File: config.mk
export PLATFORM = sky130hd
export DESIGN_NAME = cbe_weights
export DESIGN_NICKNAME = d
export VERILOG_FILES = /design/src/design/cbe_pkg.sv /design/src/design/cbe_weights.sv
export SDC_FILE = /design/constraint.sdc
export NUM_CORES = 2
export LEC_CHECK = 0
export ABC_AREA = 1
export ABC_CLOCK_PERIOD_IN_PS = 8100
export BUFFER_PORTS_ARGS = -buffer_cell sky130_fd_sc_hd__buf_2
export CAP_MARGIN = 30
export CORE_ASPECT_RATIO = 1.1
export CORE_UTILIZATION = 55
export CTS_BUF_LIST = sky130_fd_sc_hd__clkbuf_4 sky130_fd_sc_hd__clkbuf_8
export CTS_CLUSTER_SIZE = 14
export DETAILED_ROUTE_END_ITERATION = 6
export GPL_TIMING_DRIVEN = 0
export PLACE_DENSITY_LB_ADDON = 0.08
export SYNTH_ARGS = -nofsm -noshare
export SYNTH_HDL_FRONTEND = slang
export SYNTH_SLANG_ARGS = --single-unit
File: constraint.sdc
create_clock -name clk -period 8.1 [get_ports clk]
set_input_delay 2.43 -clock clk [delete_from_list [all_inputs] [get_ports clk]]
set_output_delay 2.43 -clock clk [all_outputs]
set_load 0.005 [all_outputs]
File: src/design/cbe_pkg.sv
// ----------------------------------------------------------------------------
// cbe_pkg: shared types and constants of the cubic Bezier evaluator
// Holds the register index codes, the fixed field widths, the slope limit and
// the stage load-enable bundle that the pipeline control hands to the datapath.
// ----------------------------------------------------------------------------
package cbe_pkg;

  // Default number of fraction bits of the curve parameter.
  localparam int T_FRAC_BITS_DEF = 16;

  // Fixed field widths.
  localparam int COORD_W = 32;
  localparam int SLOPE_W = 35;
  localparam int DIFF_W  = COORD_W + 1;
  localparam int CFG_REGS = 8;
  localparam int CFG_IDX_W = 3;

  // Slope saturation bound, +-(3 * 2^32 - 3).
  localparam logic [SLOPE_W-1:0] SLOPE_LIMIT     = 35'h2_FFFF_FFFD;
  localparam logic [SLOPE_W-1:0] SLOPE_LIMIT_NEG = 35'h5_0000_0003;

  // Configuration register indexes.
  typedef enum logic [CFG_IDX_W-1:0] {
    REG_START_X  = 3'd0,
    REG_START_Y  = 3'd1,
    REG_CTRL_A_X = 3'd2,
    REG_CTRL_A_Y = 3'd3,
    REG_CTRL_B_X = 3'd4,
    REG_CTRL_B_Y = 3'd5,
    REG_END_X    = 3'd6,
    REG_END_Y    = 3'd7
  } cfg_reg_t;

  // Load enables of the six pipeline stages.
  typedef struct packed {
    logic s0;
    logic s1;
    logic s2;
    logic s3;
    logic s4;
    logic s5;
  } stage_en_t;

endpackage

File: src/design/cbe_weights.sv
// ----------------------------------------------------------------------------
// cbe_weights: parameter clamp and Bernstein weight pipeline
// Stage 0 clamps t and forms 1 - t, stage 1 forms the second-order terms,
// stage 2 forms the cubic point weights and the derivative weights.
// ----------------------------------------------------------------------------
module cbe_weights
  import cbe_pkg::*;
#(
  parameter int T_FRAC_BITS = T_FRAC_BITS_DEF
) (
  input  logic                   clk,
  input  stage_en_t              en,
  input  logic [T_FRAC_BITS:0]   t_in,
  output logic [T_FRAC_BITS:0]   w0,
  output logic [T_FRAC_BITS:0]   w1,
  output logic [T_FRAC_BITS:0]   w2,
  output logic [T_FRAC_BITS:0]   w3,
  output logic [T_FRAC_BITS+1:0] d0,
  output logic [T_FRAC_BITS+1:0] d1,
  output logic [T_FRAC_BITS+1:0] d2
);

  localparam int TW = T_FRAC_BITS + 1;
  localparam int DW = T_FRAC_BITS + 2;
  localparam int NW = 2 * TW;
  localparam int XW = 2 * TW + 2;
  localparam logic [TW-1:0] ONE   = {1'b1, {T_FRAC_BITS{1'b0}}};
  localparam logic [NW-1:0] RND_N = NW'(1) << (T_FRAC_BITS - 1);
  localparam logic [XW-1:0] RND_X = XW'(1) << (T_FRAC_BITS - 1);

  logic [TW-1:0] t_clip;
  logic [TW-1:0] t0, ti0;
  logic [TW-1:0] t1, ti1, tt1, ii1, it1;
  logic [NW-1:0] pr_tt, pr_ii, pr_it, pr_w0, pr_w3;
  logic [XW-1:0] pr_w1, pr_w2;
  logic [TW+1:0] m3ii, m3it, m3tt;
  logic [TW+2:0] m6it;

  // Stage 0: clamp t to one and form its complement.
  assign t_clip = (t_in > ONE) ? ONE : t_in;

  always_ff @(posedge clk) begin
    if (en.s0) begin
      t0  <= t_clip;
      ti0 <= ONE - t_clip;
    end
  end

  // Stage 1: second-order terms, rounded back to the parameter format.
  always_comb begin
    pr_tt = NW'(t0) * NW'(t0) + RND_N;
    pr_ii = NW'(ti0) * NW'(ti0) + RND_N;
    pr_it = NW'(t0) * NW'(ti0) + RND_N;
  end

  always_ff @(posedge clk) begin
    if (en.s1) begin
      t1  <= t0;
      ti1 <= ti0;
      tt1 <= pr_tt[T_FRAC_BITS +: TW];
      ii1 <= pr_ii[T_FRAC_BITS +: TW];
      it1 <= pr_it[T_FRAC_BITS +: TW];
    end
  end

  // Stage 2: cubic weights and derivative weights.
  always_comb begin
    m3ii  = (TW+2)'({ii1, 1'b0}) + (TW+2)'(ii1);
    m3it  = (TW+2)'({it1, 1'b0}) + (TW+2)'(it1);
    m3tt  = (TW+2)'({tt1, 1'b0}) + (TW+2)'(tt1);
    m6it  = (TW+3)'({it1, 2'b00}) + (TW+3)'({it1, 1'b0});
    pr_w0 = NW'(ii1) * NW'(ti1) + RND_N;
    pr_w1 = XW'(m3ii) * XW'(t1) + RND_X;
    pr_w2 = XW'(m3it) * XW'(t1) + RND_X;
    pr_w3 = NW'(tt1) * NW'(t1) + RND_N;
  end

  always_ff @(posedge clk) begin
    if (en.s2) begin
      w0 <= pr_w0[T_FRAC_BITS +: TW];
      w1 <= pr_w1[T_FRAC_BITS +: TW];
      w2 <= pr_w2[T_FRAC_BITS +: TW];
      w3 <= pr_w3[T_FRAC_BITS +: TW];
      d0 <= m3ii[DW-1:0];
      d1 <= m6it[DW-1:0];
      d2 <= m3tt[DW-1:0];
    end
  end

endmodule

==> flow_summary.yaml <==
outcome:
  status: "completed"
cells_and_area:
  mostFrequentLayoutCells: "2834 x inv_1, 2030 x nand2_1, 1562 x fa_1"
  n_fill_cell: 12900
  final_nets: 12100
  biggestRegsByFlops: "d0 x18, d2 x18"
  drive_above_1_share_pct: 3.69
  area_delta_synth_final_pct: 6.31
  final_common_cell: "inv_1"
  final_core_util_pct: 59.0
sta:
  maxSlewViolCount: 0
  clock_skew_ps: 88.7
  slew_headroom_pct: 23.5
  finalHoldViolCount: 0
  setup_violations: 0
  min_period_ps: 7870
  rsz0062_at_grt: "yes"
  hold_ws_ps: 452
  finalCritPeriodShare_pct: 97.2
  max_freq_mhz: 127
  tightest_slew_ps: 1150
worst_setup_path:
  arrival_ps: 8350
  cpLargestDelayFamily: "adder cells"
  critPathMaxFanout: 10
  r2r_slack_ps: 230
  cp-start-kind: "flop"
  critical_path_class: "flop to flop"
  crit_buf_inv: 7
  crit_top_cell: "fa_1"
  crit_start: "ii1[1]"
  critPathCaptureType: "flop"
  crit_required_ps: 8580
  timing.rr.start: "ii1[1]"
  max_stage_delay_ps: 540
  critPathSlowestCell: "fa_1"
logic_synthesis:
  ys_ff_latch: 238
  synthMuxAreaShare_pct: 0
  synth_top_family_by_area: "adder cells"
  synth-simple-area-share_pct: 14.5
  yosysWarnings: 0
  dominantRegCellSynth: "edfxtp_1"
  synthXorXnorAreaFrac_pct: 2.42
  yosysSeqAreaShare_pct: 9.29
  synthesis.area_um2: 76900
  ys_types: 57
  synth.avg_cell_area_um2: 8.14
  synth-compound-area-share_pct: 4.13
  synth_enable_flop_cells: 238
  netlist_instances: 9452
  syn_nets: 11900
  synth_fa_ha_area_share_pct: 53.9
  synthArstFlopShare_pct: 0
place:
  post-dp-hpwl_um: 202000
  place.gp.congestion: 0.982
  port_buffers: 141
route:
  ant_nets: 0
  finalWirelength_um: 240000
  dr.pass1.iters: 6
  vias_per_cell: 5.34
  num_vias: 61600
  drc_errors: 0
  wl_per_cell_um: 20.8
  drtIter0Drc: 4717
global_routing:
  grt_max_degree: 86
  grt.total_usage_pct: 35.0
  grt_pass1_vias: 64900
  grt_pass1_wl_um: 370000
  antenna_found_initial: 15
  grt-ovfl-total: 0
cts:
  clkSinkCount: 238
  clk_latency_ps: 740
  cts_buffers: 46
  path_clk_slew_ps: 60
  cts_buffer_depth: 3
  cts_root_buf: "clkbuf_8"
  cts_tree: "done"
  htree_num_levels: 2
die:
  core_um2: 138000
  num_io_pins: 146
  die_h_um: 394
  die_area_um2: 141000
  start_util_pct: 55.5
  row_count: 143
  die_x_um: 359
flow_run:
  maxCapViolCount: 0
hold_path:
  min_from: "ti0[8]"
  hp-class: "flop to flop"
==> metrics by stage <==
step                      TNS [ps]  cell area [um^2]  setup slack [ps]  cells
after global routing          -253             81800             -73.7  11500
final                            0             81800               227  11500
after floorplan                  0             76900               799   9452
after global placement      -44980             79900             -2120  11400
after detailed placement    -10750             80400             -1070  11400
after CTS                        0             81500              34.3  11500
==> synth_stat cells, types with 3 or more instances <==
master | instances | area share, %
fa_1 | 1562 | 41
o21a_1 | 10 | 0.098
a21oi_1 | 268 | 1.7
a21boi_0 | 3 | 0.029
o21ai_0 | 132 | 0.86
a211oi_1 | 8 | 0.078
nand4_1 | 39 | 0.32
buf_1 | 16 | 0.078
clkbuf_1 | 315 | 1.5
a21o_1 | 33 | 0.32
xor2_2 | 6 | 0.13
o31ai_1 | 11 | 0.11
o211ai_1 | 11 | 0.11
or2_1 | 3 | 0.024
nand2_2 | 7 | 0.057
ha_1 | 815 | 13
xnor2_2 | 3 | 0.063
nor2_1 | 590 | 2.9
inv_2 | 11 | 0.054
inv_1 | 2837 | 14
or2_2 | 10 | 0.081
a31oi_1 | 23 | 0.19
clkinv_1 | 18 | 0.088
xnor2_1 | 67 | 0.76
nand3_1 | 119 | 0.77
a221oi_1 | 7 | 0.080
edfxtp_1 | 238 | 9.3
o21bai_1 | 23 | 0.22
o2111ai_1 | 5 | 0.057
o221ai_1 | 4 | 0.046
nor3_1 | 43 | 0.28
nor4_1 | 11 | 0.089
xor2_1 | 126 | 1.4
nand2_1 | 2033 | 9.9
nor2_2 | 9 | 0.073
buf_2 | 10 | 0.065
==> layer usage <==
metal	track usage (%)	share of wire, %	vias up
met3	6.41	8.2	673
li1	-	-	27700
met2	56.8	46	2446
met1	44.6	39	30700
met5	0	0.023	-
met4	17.8	6.2	8
==> timing repair <==
item,in CTS,in global routing
setup endpoints to repair,25,21
hold buffers,0,0
gates resized for setup,19,38
pin swaps,1,2
buffers inserted,4,6
==> logic make-up after synthesis <==
family          after synthesis
other cells                   1
xor+xnor                    203
flops                       238
buf+inv                    3211
fa+ha+maj                  2377
compound gates              553
simple gates               2869
==> path summary, 6_finish.rpt <==
path / end / cells after the start
max: w1[15] / 34
min: ti1[8] / 0
max reg2reg: w1[15] / 34
min reg2reg: ti1[8] / 0
==> worst register-to-register path, delay by kind of cell (launching register included) <==
family | cells | cell delay (ps)
and+or+nand+nor | 13 | 1490
xor gates and xnor gates | 1 | 320
adders and majority gates | 9 | 4150
buffers and inverters | 7 | 520
AOI/OAI and AO/OA | 4 | 650
DFF | 1 | 520
==> final cells by class <==
type,instances,area [um^2],area share [%]
Multi-Input combinational cell,6003,58000,70.9
Inverter,2866,10800,13.2
Sequential cell,238,7150,8.74
Tap cell,1812,2270,2.77
Buffer,339,1330,1.63
Timing Repair Buffer,183,1280,1.57
Clock buffer,59,737,0.901
Clock inverter,25,268,0.327
Antenna cell,4,10.0,0.0122
Power is left out: the tool's default activity adds up to more than one toggle a clock period on the data nets, which glitch-free logic cannot reach.
